--- config.mk ---
export PLATFORM = sky130hd
export DESIGN_NAME = interpolated_tap_fir_filter_flat
export DESIGN_NICKNAME = d
export VERILOG_FILES = /design/src/itf_pkg.sv /design/src/itf_if.sv /design/src/itf_ring.sv /design/src/itf_taps.sv /design/src/itf_mac.sv /design/src/interpolated_tap_fir_filter.sv /design/src/flat_wrapper.sv
export SDC_FILE = /design/constraint.sdc
export NUM_CORES = 2
export LEC_CHECK = 0
export ABC_AREA = 1
export BUFFER_PORTS_ARGS = -buffer_cell sky130_fd_sc_hd__buf_2
export CAP_MARGIN = 20
export CORE_MARGIN = 2
export CORE_UTILIZATION = 30
export DETAILED_ROUTE_END_ITERATION = 10
export GPL_TIMING_DRIVEN = 0
export PLACE_DENSITY = 0.53
export RECOVER_POWER = 25
export SLEW_MARGIN = 20
export SYNTH_ARGS = -nofsm -noshare
export SYNTH_HDL_FRONTEND = slang
export SYNTH_SLANG_ARGS = --single-unit
--- constraint.sdc ---
create_clock -name clk -period 6.95 [get_ports clk]
set_input_delay 1.7375 -clock clk [delete_from_list [all_inputs] [get_ports clk]]
set_output_delay 1.7375 -clock clk [all_outputs]
set_load 0.01 [all_outputs]
--- src/itf_pkg.sv ---
package itf_pkg;

  localparam int SAMPLE_W      = 16;
  localparam int TAP_W         = 18;
  localparam int PHASE_W       = 24;
  localparam int TAP_IDX_W     = 5;
  localparam int DEF_TAP_COUNT = 32;

  localparam int PROD_W  = SAMPLE_W + TAP_W;
  localparam int DIFF_W  = TAP_W + 1;
  localparam int FPROD_W = DIFF_W + PHASE_W + 1;

  typedef enum logic {
    ACT_LOAD_TAP = 1'b0,
    ACT_SAMPLE   = 1'b1
  } action_t;

  typedef enum logic [1:0] {
    ST_IDLE,
    ST_RUN,
    ST_WAIT,
    ST_OUT
  } state_t;

  typedef struct packed {
    logic issue;
    logic first;
    logic last;
  } mac_ctrl_t;

endpackage

--- src/itf_if.sv ---
interface itf_in_if import itf_pkg::*; ();
  logic                       valid;
  logic                       ready;
  logic                       action;
  logic signed [SAMPLE_W-1:0] sample_in;
  logic [TAP_IDX_W-1:0]       tap_index;
  logic signed [TAP_W-1:0]    tap_value;

  modport source (output valid, action, sample_in, tap_index, tap_value, input ready);
  modport sink   (input valid, action, sample_in, tap_index, tap_value, output ready);
endinterface

interface itf_out_if import itf_pkg::*; ();
  logic                       valid;
  logic                       ready;
  logic signed [SAMPLE_W-1:0] sample_out;

  modport source (output valid, sample_out, input ready);
  modport sink   (input valid, sample_out, output ready);
endinterface

--- src/itf_ring.sv ---
module itf_ring import itf_pkg::*; #(
  parameter int TAP_COUNT = DEF_TAP_COUNT,
  localparam int AW = $clog2(TAP_COUNT)
) (
  input  logic                       clk,
  input  logic                       rst,
  input  logic                       wr_en,
  input  logic [AW-1:0]              wr_addr,
  input  logic signed [SAMPLE_W-1:0] wr_data,
  input  logic [AW-1:0]              rd_addr,
  output logic signed [SAMPLE_W-1:0] rd_data
);

  logic signed [SAMPLE_W-1:0] mem [TAP_COUNT];
  logic [TAP_COUNT-1:0]       vld;
  logic signed [SAMPLE_W-1:0] rd_q;
  logic                       rd_vld;

  // unwritten entries read as zero
  always_ff @(posedge clk) begin
    if (rst) begin
      vld <= '0;
    end else if (wr_en) begin
      vld[wr_addr] <= 1'b1;
    end
  end

  always_ff @(posedge clk) begin
    if (wr_en) begin
      mem[wr_addr] <= wr_data;
    end
    rd_q   <= mem[rd_addr];
    rd_vld <= vld[rd_addr];
  end

  assign rd_data = rd_vld ? rd_q : '0;

endmodule

--- src/itf_taps.sv ---
module itf_taps import itf_pkg::*; #(
  parameter int TAP_COUNT = DEF_TAP_COUNT,
  localparam int AW = $clog2(TAP_COUNT)
) (
  input  logic                    clk,
  input  logic                    wr_en,
  input  logic [AW-1:0]           wr_addr,
  input  logic signed [TAP_W-1:0] wr_data,
  input  logic [AW-1:0]           rd_addr_a,
  input  logic [AW-1:0]           rd_addr_b,
  output logic signed [TAP_W-1:0] rd_a,
  output logic signed [TAP_W-1:0] rd_b
);

  logic signed [TAP_W-1:0] mem [TAP_COUNT];

  always_ff @(posedge clk) begin
    if (wr_en) begin
      mem[wr_addr] <= wr_data;
    end
    rd_a <= mem[rd_addr_a];
    rd_b <= mem[rd_addr_b];
  end

endmodule

--- src/itf_mac.sv ---
module itf_mac import itf_pkg::*; #(
  parameter int TAP_COUNT = DEF_TAP_COUNT,
  localparam int ACC_W = PROD_W + $clog2(TAP_COUNT),
  localparam int YW = ACC_W - 16
) (
  input  logic                       clk,
  input  logic                       rst,
  input  mac_ctrl_t                  ctrl,
  input  logic [PHASE_W-1:0]         frac,
  input  logic signed [TAP_W-1:0]    tap_a,
  input  logic signed [TAP_W-1:0]    tap_b,
  input  logic signed [SAMPLE_W-1:0] smp,
  output logic                       done,
  output logic signed [SAMPLE_W-1:0] result
);

  localparam logic signed [YW-1:0] Y_MAX = YW'(2**(SAMPLE_W-1) - 1);
  localparam logic signed [YW-1:0] Y_MIN = ~Y_MAX;

  mac_ctrl_t tag1, tag2, tag3, tag4;
  logic      last5;

  logic signed [DIFF_W-1:0]   diff;
  logic signed [PHASE_W:0]    frac_s;
  logic signed [FPROD_W-1:0]  p1;
  logic signed [FPROD_W-1:0]  p1_rnd;
  logic signed [TAP_W-1:0]    a2;
  logic signed [SAMPLE_W-1:0] s2, s3;
  logic signed [TAP_W-1:0]    tap3;
  logic signed [PROD_W-1:0]   p2;
  logic signed [ACC_W-1:0]    acc;
  logic signed [ACC_W-1:0]    acc_rnd;
  logic signed [YW-1:0]       y;

  assign diff   = DIFF_W'(tap_b) - DIFF_W'(tap_a);
  assign frac_s = $signed({1'b0, frac});
  assign p1_rnd = p1 + FPROD_W'(2**(PHASE_W-1));
  assign acc_rnd = acc + ACC_W'(2**15);
  assign y = $signed(acc_rnd[ACC_W-1:16]);

  always_ff @(posedge clk) begin
    if (rst) begin
      tag1  <= '0;
      tag2  <= '0;
      tag3  <= '0;
      tag4  <= '0;
      last5 <= 1'b0;
      done  <= 1'b0;
    end else begin
      tag1  <= ctrl;
      tag2  <= tag1;
      tag3  <= tag2;
      tag4  <= tag3;
      last5 <= tag4.issue & tag4.last;
      done  <= last5;
    end
  end

  // interp tap = a + round((b - a) * f / 2^24); last tap as stored
  always_ff @(posedge clk) begin
    p1   <= diff * frac_s;
    a2   <= tap_a;
    s2   <= smp;
    tap3 <= tag2.last ? a2 : a2 + p1_rnd[PHASE_W +: TAP_W];
    s3   <= s2;
    p2   <= s3 * tap3;
    if (tag4.issue) begin
      acc <= tag4.first ? ACC_W'(p2) : acc + ACC_W'(p2);
    end
    if (last5) begin
      if (y > Y_MAX) begin
        result <= Y_MAX[SAMPLE_W-1:0];
      end else if (y < Y_MIN) begin
        result <= Y_MIN[SAMPLE_W-1:0];
      end else begin
        result <= y[SAMPLE_W-1:0];
      end
    end
  end

endmodule

--- src/interpolated_tap_fir_filter.sv ---
// channel   | dir | fields                                   | notes
// in_ch     | in  | action, sample_in, tap_index, tap_value  | valid/ready transfer
// out_ch    | out | sample_out                               | valid/ready transfer
// cfg       | in  | cfg_wdata (phase_step)                   | cfg_we, no read-back
//
// Tap load: written directly; in_ch stays ready for the next transfer.
// Sample: one tap per cycle through the shared interpolate/multiply-accumulate
// pipeline, six stages deep.
// rst is synchronous and clears control state; the sample ring reads zero.
// A result waiting on out_ch does not block the next transfer on in_ch; the
// following result is held until out_ch drains.
module interpolated_tap_fir_filter import itf_pkg::*; #(
  parameter int TAP_COUNT = DEF_TAP_COUNT
) (
  input  logic               clk,
  input  logic               rst,
  itf_in_if.sink             in_ch,
  itf_out_if.source          out_ch,
  input  logic               cfg_we,
  input  logic [PHASE_W-1:0] cfg_wdata
);

  localparam int AW = $clog2(TAP_COUNT);
  localparam int IW = ((AW > TAP_IDX_W) ? AW : TAP_IDX_W) + 1;
  localparam logic [AW-1:0] LAST_IDX = AW'(TAP_COUNT - 1);

  state_t state, state_next;

  logic [PHASE_W-1:0]         phase_step;
  logic [PHASE_W-1:0]         phase_acc;
  logic [PHASE_W-1:0]         frac;
  logic [AW-1:0]              wp, rp, cnt;
  logic                       out_valid;
  logic signed [SAMPLE_W-1:0] out_data;

  logic          in_xfer, is_sample, start, out_load, tap_we;
  logic [IW-1:0] idx_ext;
  logic [AW-1:0] tap_addr_b;
  mac_ctrl_t     ctrl;

  logic signed [TAP_W-1:0]    tap_a, tap_b;
  logic signed [SAMPLE_W-1:0] smp;
  logic                       mac_done;
  logic signed [SAMPLE_W-1:0] mac_result;

  assign in_xfer   = in_ch.valid & in_ch.ready;
  assign is_sample = (in_ch.action == ACT_SAMPLE);
  assign start     = in_xfer & is_sample;
  assign idx_ext   = IW'(in_ch.tap_index);
  assign tap_we    = in_xfer & ~is_sample & (idx_ext < IW'(TAP_COUNT));

  assign ctrl.issue = (state == ST_RUN);
  assign ctrl.first = (cnt == '0);
  assign ctrl.last  = (cnt == LAST_IDX);
  assign tap_addr_b = ctrl.last ? cnt : cnt + 1'b1;

  always_comb begin
    state_next  = state;
    in_ch.ready = 1'b0;
    out_load    = 1'b0;
    unique case (state)
      ST_IDLE: begin
        in_ch.ready = 1'b1;
        if (in_ch.valid && is_sample) begin
          state_next = ST_RUN;
        end
      end
      ST_RUN: begin
        if (ctrl.last) begin
          state_next = ST_WAIT;
        end
      end
      ST_WAIT: begin
        if (mac_done) begin
          state_next = ST_OUT;
        end
      end
      ST_OUT: begin
        if (!out_valid || out_ch.ready) begin
          out_load   = 1'b1;
          state_next = ST_IDLE;
        end
      end
      default: state_next = ST_IDLE;
    endcase
  end

  always_ff @(posedge clk) begin
    if (rst) begin
      state <= ST_IDLE;
    end else begin
      state <= state_next;
    end
  end

  always_ff @(posedge clk) begin
    if (rst) begin
      phase_step <= '0;
      phase_acc  <= '0;
      wp         <= '0;
      rp         <= '0;
      cnt        <= '0;
      out_valid  <= 1'b0;
    end else begin
      if (cfg_we) begin
        phase_step <= cfg_wdata;
      end
      if (start) begin
        phase_acc <= phase_acc + phase_step;
        wp        <= (wp == LAST_IDX) ? '0 : wp + 1'b1;
        rp        <= wp;
        cnt       <= '0;
      end else if (ctrl.issue) begin
        rp  <= (rp == '0) ? LAST_IDX : rp - 1'b1;
        cnt <= cnt + 1'b1;
      end
      if (out_load) begin
        out_valid <= 1'b1;
      end else if (out_ch.ready) begin
        out_valid <= 1'b0;
      end
    end
  end

  always_ff @(posedge clk) begin
    if (start) begin
      frac <= phase_acc;
    end
    if (out_load) begin
      out_data <= mac_result;
    end
  end

  assign out_ch.valid      = out_valid;
  assign out_ch.sample_out = out_data;

  itf_ring #(.TAP_COUNT(TAP_COUNT)) u_ring (
    .clk     (clk),
    .rst     (rst),
    .wr_en   (start),
    .wr_addr (wp),
    .wr_data (in_ch.sample_in),
    .rd_addr (rp),
    .rd_data (smp)
  );

  itf_taps #(.TAP_COUNT(TAP_COUNT)) u_taps (
    .clk       (clk),
    .wr_en     (tap_we),
    .wr_addr   (idx_ext[AW-1:0]),
    .wr_data   (in_ch.tap_value),
    .rd_addr_a (cnt),
    .rd_addr_b (tap_addr_b),
    .rd_a      (tap_a),
    .rd_b      (tap_b)
  );

  itf_mac #(.TAP_COUNT(TAP_COUNT)) u_mac (
    .clk    (clk),
    .rst    (rst),
    .ctrl   (ctrl),
    .frac   (frac),
    .tap_a  (tap_a),
    .tap_b  (tap_b),
    .smp    (smp),
    .done   (mac_done),
    .result (mac_result)
  );

  a_done_in_wait: assert property (@(posedge clk) disable iff (rst)
    mac_done |-> state == ST_WAIT)
    else $error("accumulator finished outside wait state");

  a_out_no_overwrite: assert property (@(posedge clk) disable iff (rst)
    out_load |-> (!out_valid || out_ch.ready))
    else $error("pending result overwritten");

  a_phase_advance: assert property (@(posedge clk) disable iff (rst)
    start |=> phase_acc == PHASE_W'($past(phase_acc) + $past(phase_step)))
    else $error("phase did not advance by step");

endmodule
--- src/flat_wrapper.sv ---
// flat-port wrapper written by rule: the top's interface ports become plain ports
module interpolated_tap_fir_filter_flat import itf_pkg::*;
#(
  parameter int TAP_COUNT = DEF_TAP_COUNT
)
  (clk, rst, cfg_we, cfg_wdata, in_ch_valid, in_ch_action, in_ch_sample_in, in_ch_tap_index, in_ch_tap_value, in_ch_ready, out_ch_valid, out_ch_sample_out, out_ch_ready);
  itf_in_if in_ch_i ();
  itf_out_if out_ch_i ();
  input  logic clk;
  input  logic rst;
  input  logic cfg_we;
  input  logic [PHASE_W-1:0] cfg_wdata;
  input wire logic [$bits(in_ch_i.valid)-1:0] in_ch_valid;
  input wire logic [$bits(in_ch_i.action)-1:0] in_ch_action;
  input wire logic [$bits(in_ch_i.sample_in)-1:0] in_ch_sample_in;
  input wire logic [$bits(in_ch_i.tap_index)-1:0] in_ch_tap_index;
  input wire logic [$bits(in_ch_i.tap_value)-1:0] in_ch_tap_value;
  output wire logic [$bits(in_ch_i.ready)-1:0] in_ch_ready;
  output wire logic [$bits(out_ch_i.valid)-1:0] out_ch_valid;
  output wire logic [$bits(out_ch_i.sample_out)-1:0] out_ch_sample_out;
  input wire logic [$bits(out_ch_i.ready)-1:0] out_ch_ready;
  assign in_ch_i.valid = in_ch_valid;
  assign in_ch_i.action = in_ch_action;
  assign in_ch_i.sample_in = in_ch_sample_in;
  assign in_ch_i.tap_index = in_ch_tap_index;
  assign in_ch_i.tap_value = in_ch_tap_value;
  assign in_ch_ready = in_ch_i.ready;
  assign out_ch_valid = out_ch_i.valid;
  assign out_ch_sample_out = out_ch_i.sample_out;
  assign out_ch_i.ready = out_ch_ready;
  interpolated_tap_fir_filter #(.TAP_COUNT(TAP_COUNT)) u_core (.clk(clk), .rst(rst), .in_ch(in_ch_i), .out_ch(out_ch_i), .cfg_we(cfg_we), .cfg_wdata(cfg_wdata));
endmodule
# Yosys cells after proc, flatten, opt, wreduce, memory -nomap -nowiden
# Memory sizes are Yosys's and may differ from the RTL's. A register that Yosys moved wholly into a read port is not among the register bits.
# Cells that the tools add are included.
# W data, S select, Z words.
word_totals:
  ff_bits: 352
  mem_bits_rw: 1088
  input_bits: 69
  output_inout_bits: 18
  word_cells: 105
  memories: 2
op_classes:
  add_sub_neg: 9
  n_mul: 2
  order_cmp: 6
  eq_ne: 9
  n_mux: 26
  bitwise: 7
  n_reduce_logical: 11
memory_table:
  columns: ["name", "words", "word_bits", "read_ports", "rd_clocked_by_memory_dff", "write_ports", "line_no", "text"]
  rows:
  - ["u_core.u_taps.mem", 32, 18, 2, 2, 1, "itf_taps.sv:15", "logic signed [TAP_W-1:0] mem [TAP_COUNT];"]
  - ["u_core.u_ring.mem", 32, 16, 1, 1, 1, "itf_ring.sv:14", "logic signed [SAMPLE_W-1:0] mem [TAP_COUNT];"]
op_table:
  columns: ["op", "n"]
  rows:
  - ["$add A42 B25 Y42 const B", 1]
  - ["$mul A19 B25 Y42", 1]
  - ["$add A39 B17 Y39 const B", 1]
  - ["$add A39 B34 Y39", 1]
  - ["$mux W39", 1]
  - ["$mul A16 B18 Y34", 1]
  - ["$or A32 B32 Y32", 1]
  - ["$mux W5", 5]
  - ["$add A24 B24 Y24", 1]
  - ["$gt A23 B16 Y1 const B", 1]
  - ["$lt A23 B16 Y1 const B", 1]
  - ["$sub A18 B18 Y19", 1]
  - ["$add A18 B18 Y18", 1]
  - ["$lt A5 B6 Y1 const B", 3]
  - ["$mux W18", 1]
  - ["$mux W16", 1]
  - ["$mux W1", 11]
  - ["$add A5 B1 Y5 const B", 2]
  - ["$eq A5 B5 Y1 const B", 2]
  - ["$logic_not A5 Y1", 2]
  - ["$mux W2", 4]
  - ["$pmux W2 S4", 1]
  - ["$ne A2 B1 Y1 const B", 3]
  - ["$and A1 B1 Y1", 5]
  - ["other kinds (15)", 18]

# Depth between registers and ports, before layout
depth:
  word_depth: 7
  mapped_depth: 40
  depth_no_buf: 39

# Hierarchy
# Synthesis repeated with hierarchy kept, for this count alone.
unflattened:
  cells_unflattened: 11046
  hier_area_um2: 95602.9
by_module_without_submodules:
  columns: ["mod", "instances", "cells_per_inst", "area_each_um2", "seq_area_each_um2"]
  rows:
  - ["itf_mac", 1, 4889, 37320.8, 4354.2]
  - ["itf_taps", 1, 3393, 30052.6, 18017.3]
  - ["itf_ring", 1, 2022, 22512.8, 16355.7]
  - ["interpolated_tap_fir_filter", 1, 742, 5716.7, 2522.4]

# Worst setup path before layout
# No wires, ideal clock.
synth_path:
  path_kind: "register to register"
  from: "register u_core.u_taps.rd_b[0], read port of u_core.u_taps.mem"
  to: "register u_core.u_mac.p1[26]"
  setup_time_ns: 0.113
  arrival_ns: 6.578
  required_time_ns: 6.837
  path_slack_ns: 0.259
  stages_incl_launch_ff: 35
  path_buffers: 1
  period_less_slack_ns: 6.691
  path_cell_list: "dfxtp_1 inv_1 ha_1 inv_1 fa_1 nand2_1 nand2_1 o21ai_0 inv_1 nand2_1 nand2_1 inv_1 clkbuf_1 nand2_1 fa_1 inv_1 fa_1 inv_1 fa_1 inv_1 fa_1 inv_1 fa_1 inv_1 fa_1 fa_1 ha_1 nand2_1 nor2_1 inv_1 nor2_1 inv_1 or2_2 nand4_1 nand2_1"
synth_between:
  elab_chain_len: 2
synth_rtl:
  columns: ["element", "line_no", "text"]
  rows:
  - ["start: declaration", "itf_taps.sv:12", "output logic signed [TAP_W-1:0] rd_b"]
  - ["$sub A18 B18 Y19", "itf_mac.sv:35", "assign diff = DIFF_W'(tap_b) - DIFF_W'(tap_a);"]
  - ["$mul A19 B25 Y42", "itf_mac.sv:61", "p1 <= diff * frac_s;"]
  - ["end signal: assignment", "itf_mac.sv:61", null]
  - ["end: declaration", "itf_mac.sv:25", "logic signed [FPROD_W-1:0] p1;"]
# No other way between the ends.
# A chain may end at the register's enable or synchronous reset.

# Worst setup path after layout
layout_path:
  from: "register u_core.u_taps.rd_b[0], read port of u_core.u_taps.mem"
  to: "register u_core.u_mac.p1[28]"
# Same word-level chain as after synthesis.

==> summary.txt <==
CTS
  • Total CTS buffers: 169
  • Cts hold-fix bufs: 0
  • CTS Sinks: 1469
  • CTS tree: built
  • Clk Latency, worst-skew pair: 0.90 ns
  • CTS HTree Levels: 4
  • CTS clk-pin slew, worst paths: 0.06 ns
  • Root buffer cell: clkbuf_16
  • CTS max path bufs: 4

Synth
  • Netlist cell types: 56
  • Post-Synth Simple-Gate Area: 15.7%
  • Largest family of logic cells by synthesized area: adder cells
  • Number of flops mapped to enable cells by yosys: 1183
  • Main synth FF type: edfxtp_1
  • Synth Cell Area: 93000 um^2
  • Yosys reg bits: 1469
  • Yosys warning count: 0
  • Compound-gate portion of the synthesized area: 12.0%
  • XOR/XNOR Fraction of Synth Area: 0.933%
  • Synth Net Count: 11100
  • Post-synthesis mux area share: 0%
  • Sequential fraction of the synthesis area: 44.4%
  • Adder-Cell Fraction of Synth Area: 19.1%
  • Syn Area/Cell: 9.29 um^2
  • Syn Inst Count: 10000
  • Async SR Flop Fraction: 0%

Finish
  • Share of cells above drive strength 1: 10.1%
  • Most common cell after layout, fill and taps aside: nand2_1
  • Commonest cells after routing, fill and taps aside: 1575 x nand2_1, 1329 x inv_1, 1250 x nor2_1
  • Layout area overhead: 16.4%
  • Layout net count: 11500

Timing
  • Setup ws final: -0.183 ns
  • Slew headroom: -50.1%
  • Setup TNS: -1.77 ns
  • Setup Skew: 0.0697 ns
  • # setup viols final: 18
  • Fin. Hold Viols: 0
  • Slew @ Worst Pin: 2.25 ns
  • Fin crit period: 7.13 ns
  • Period utilization: 103%
  • RSZ-0062 raised after global routing: yes
  • Slew Viols, Final: 800
  • Highest clock rate: 0.140 GHz

Setup path
  • CP Max Fanout: 8
  • Worst Setup Path Type: reg2reg
  • CP endpoint kind: flip-flop
  • Data required time of the critical path: 7.67 ns
  • Crit start category: flip-flop
  • Critical path's slowest cell: fa_2
  • Crit path buffers/inverters: 9
  • CP max stage delay: 0.57 ns
  • Worst path arrival time: 7.85 ns
  • Worst path top cell family by delay: adder cells

Global route
  • Pin count of the biggest net entering global routing: 41
  • Vias in the first global route: 75400
  • Global-route wire length before repair: 543000 um
  • Initial antenna violation count: 35
  • GRT Total Usage: 23.8%
  • GRT overflow: 0

Outcome
  • Failing checks: capacitance limit, slew limit, setup timing
  • Outcome: finished, violations left

Routing
  • Routed Antenna Nets: 0
  • 1st-iter DRT viols: 10600
  • Residual DRC: 0
  • Vias per cell: 5.35
  • DR WL/cell: 26.3 um
  • Drt pass-1 iters: 8
  • Vias: 78400
  • Routed wire length: 386000 um

Placement
  • Post-DP HPWL: 279000 um
  • Routability congestion estimate: 1.07
  • DP Worst Slack: -1.29 ns
  • Number of I/O port buffers: 85

Die
  • Die X: 561 um
  • # rows: 204
  • CORE AREA: 309000 um^2
  • Top Ports: 87
  • Die Y-Extent: 561 um
  • Die area: 314000 um^2
  • Initial Util: 30.1%

Flow run
  • Max-cap check violation count: 24

Hold path
  • Hold Path Class: reg2reg
[cell families after synthesis]
kind of cell               after synthesis
buffers and inverters                 1878
and+or+nand+nor                       3607
DFF                                   1469
xor gates and xnor gates                99
AOI/OAI and AO/OA                     1931
adders and majority gates             1018
[timing repair]
action                                  CTS  global route
endpoints found under the setup margin   19            23
gates cloned                              1             1
setup buffers                            35            43
gates resized for setup                 279           164
pin swaps                                59            83
[worst register-to-register path: cells and delay by family, from the launching register on]
family          cells  cell delay, ns
fa+ha+maj          10            4.17
simple gates       16            1.44
buf+inv             9            0.76
flops               1            0.31
compound gates      3            0.29
[cell usage after synthesis (3+ instances only)]
| cell type | n | area share [%] |
|---|---|---|
| a21o_1 | 20 | 0.16 |
| nor4_1 | 4 | 0.027 |
| dfxtp_1 | 286 | 6.2 |
| clkinv_1 | 4 | 0.016 |
| nand2_2 | 9 | 0.061 |
| clkbuf_2 | 3 | 0.016 |
| nand3b_1 | 17 | 0.14 |
| or2_1 | 3 | 0.020 |
| or2_2 | 41 | 0.28 |
| a31oi_1 | 30 | 0.20 |
| o21bai_1 | 19 | 0.15 |
| buf_1 | 21 | 0.085 |
| clkbuf_1 | 312 | 1.3 |
| o21ai_0 | 956 | 5.1 |
| a21boi_0 | 10 | 0.081 |
| and3_1 | 4 | 0.027 |
| xor2_1 | 62 | 0.58 |
| o21a_1 | 11 | 0.089 |
| nor2_1 | 1348 | 5.4 |
| nor3_1 | 34 | 0.18 |
| ha_1 | 352 | 4.7 |
| o31ai_1 | 5 | 0.040 |
| a21oi_1 | 322 | 1.7 |
| edfxtp_1 | 1183 | 38 |
| o211ai_1 | 228 | 1.8 |
| buf_6 | 9 | 0.11 |
| o22ai_1 | 141 | 0.95 |
| nand4_1 | 58 | 0.39 |
| o21ai_1 | 42 | 0.23 |
| fa_1 | 666 | 14 |
| and2_1 | 4 | 0.027 |
| buf_2 | 140 | 0.75 |
| a211oi_1 | 9 | 0.073 |
| buf_4 | 23 | 0.19 |
| xnor2_1 | 37 | 0.35 |
| nand3_1 | 432 | 2.3 |
| nand2_1 | 1643 | 6.6 |
| inv_1 | 1352 | 5.5 |
| inv_2 | 13 | 0.053 |
| o221ai_1 | 128 | 1.2 |
[worst paths after layout]
path	start	end	slack, ns	cells after the start
worst max-delay path	u_core.u_taps.rd_b[0]	u_core.u_mac.p1[28]	-0.18	38
worst min-delay path	u_core.u_mac.s2[12]	u_core.u_mac.s3[12]	0.31	0
worst max register to register	u_core.u_taps.rd_b[0]	u_core.u_mac.p1[28]	-0.18	38
worst min register to register	u_core.u_mac.s2[12]	u_core.u_mac.s3[12]	0.31	0
[per-stage QoR]
stage | instance area [um^2] | instances | hold WS, ns | util (%)
final | 108000 | 14700 | 0.313 | 35.0
after global routing | 108000 | 14600 | 0.316 | 35.0
after CTS | 107000 | 14600 | 0.313 | 34.7
after detailed placement | 100000 | 14300 | 0.312 | 32.4
after global placement | 98500 | 14200 | 0.310 | 31.9
after floorplan | 93000 | 10000 | 0.310 | -
[routing by layer]
metal	part of all wire [%]	GRT usage [%]
met1	40	31.1
met2	42	35.2
met3	12	7.27
met4	6.6	12.7
met5	0.041	0
[registers in the layout (all words and copies together), names as in the netlist, 18 cells and up]
signal and count:
u_core.u_taps.mem 576, u_core.u_ring.mem 512, u_core.u_mac.acc 39, u_core.u_mac.p2 34, u_core.u_ring.vld 32, u_core.frac 24, u_core.phase_acc 24, u_core.phase_step 24
u_core.u_mac.p1 19, u_core.u_mac.a2 18, u_core.u_mac.tap3 18, u_core.u_taps.rd_a 18, u_core.u_taps.rd_b 18
[final cells by class]
cell class	count	area (um^2)
well taps	4120	5150
plain buffers	503	2440
diodes	16	40.0
fillers	31600	200000
flip-flops and latches	1469	41300
clock inverters	80	915
clock buffers	230	4840
inverters	1370	5180
multi-input cells	6655	46300
repair buffers	211	2050
Power is not shown: default switching activity piles up to over one toggle a cycle in this logic, so the estimate is an artifact.
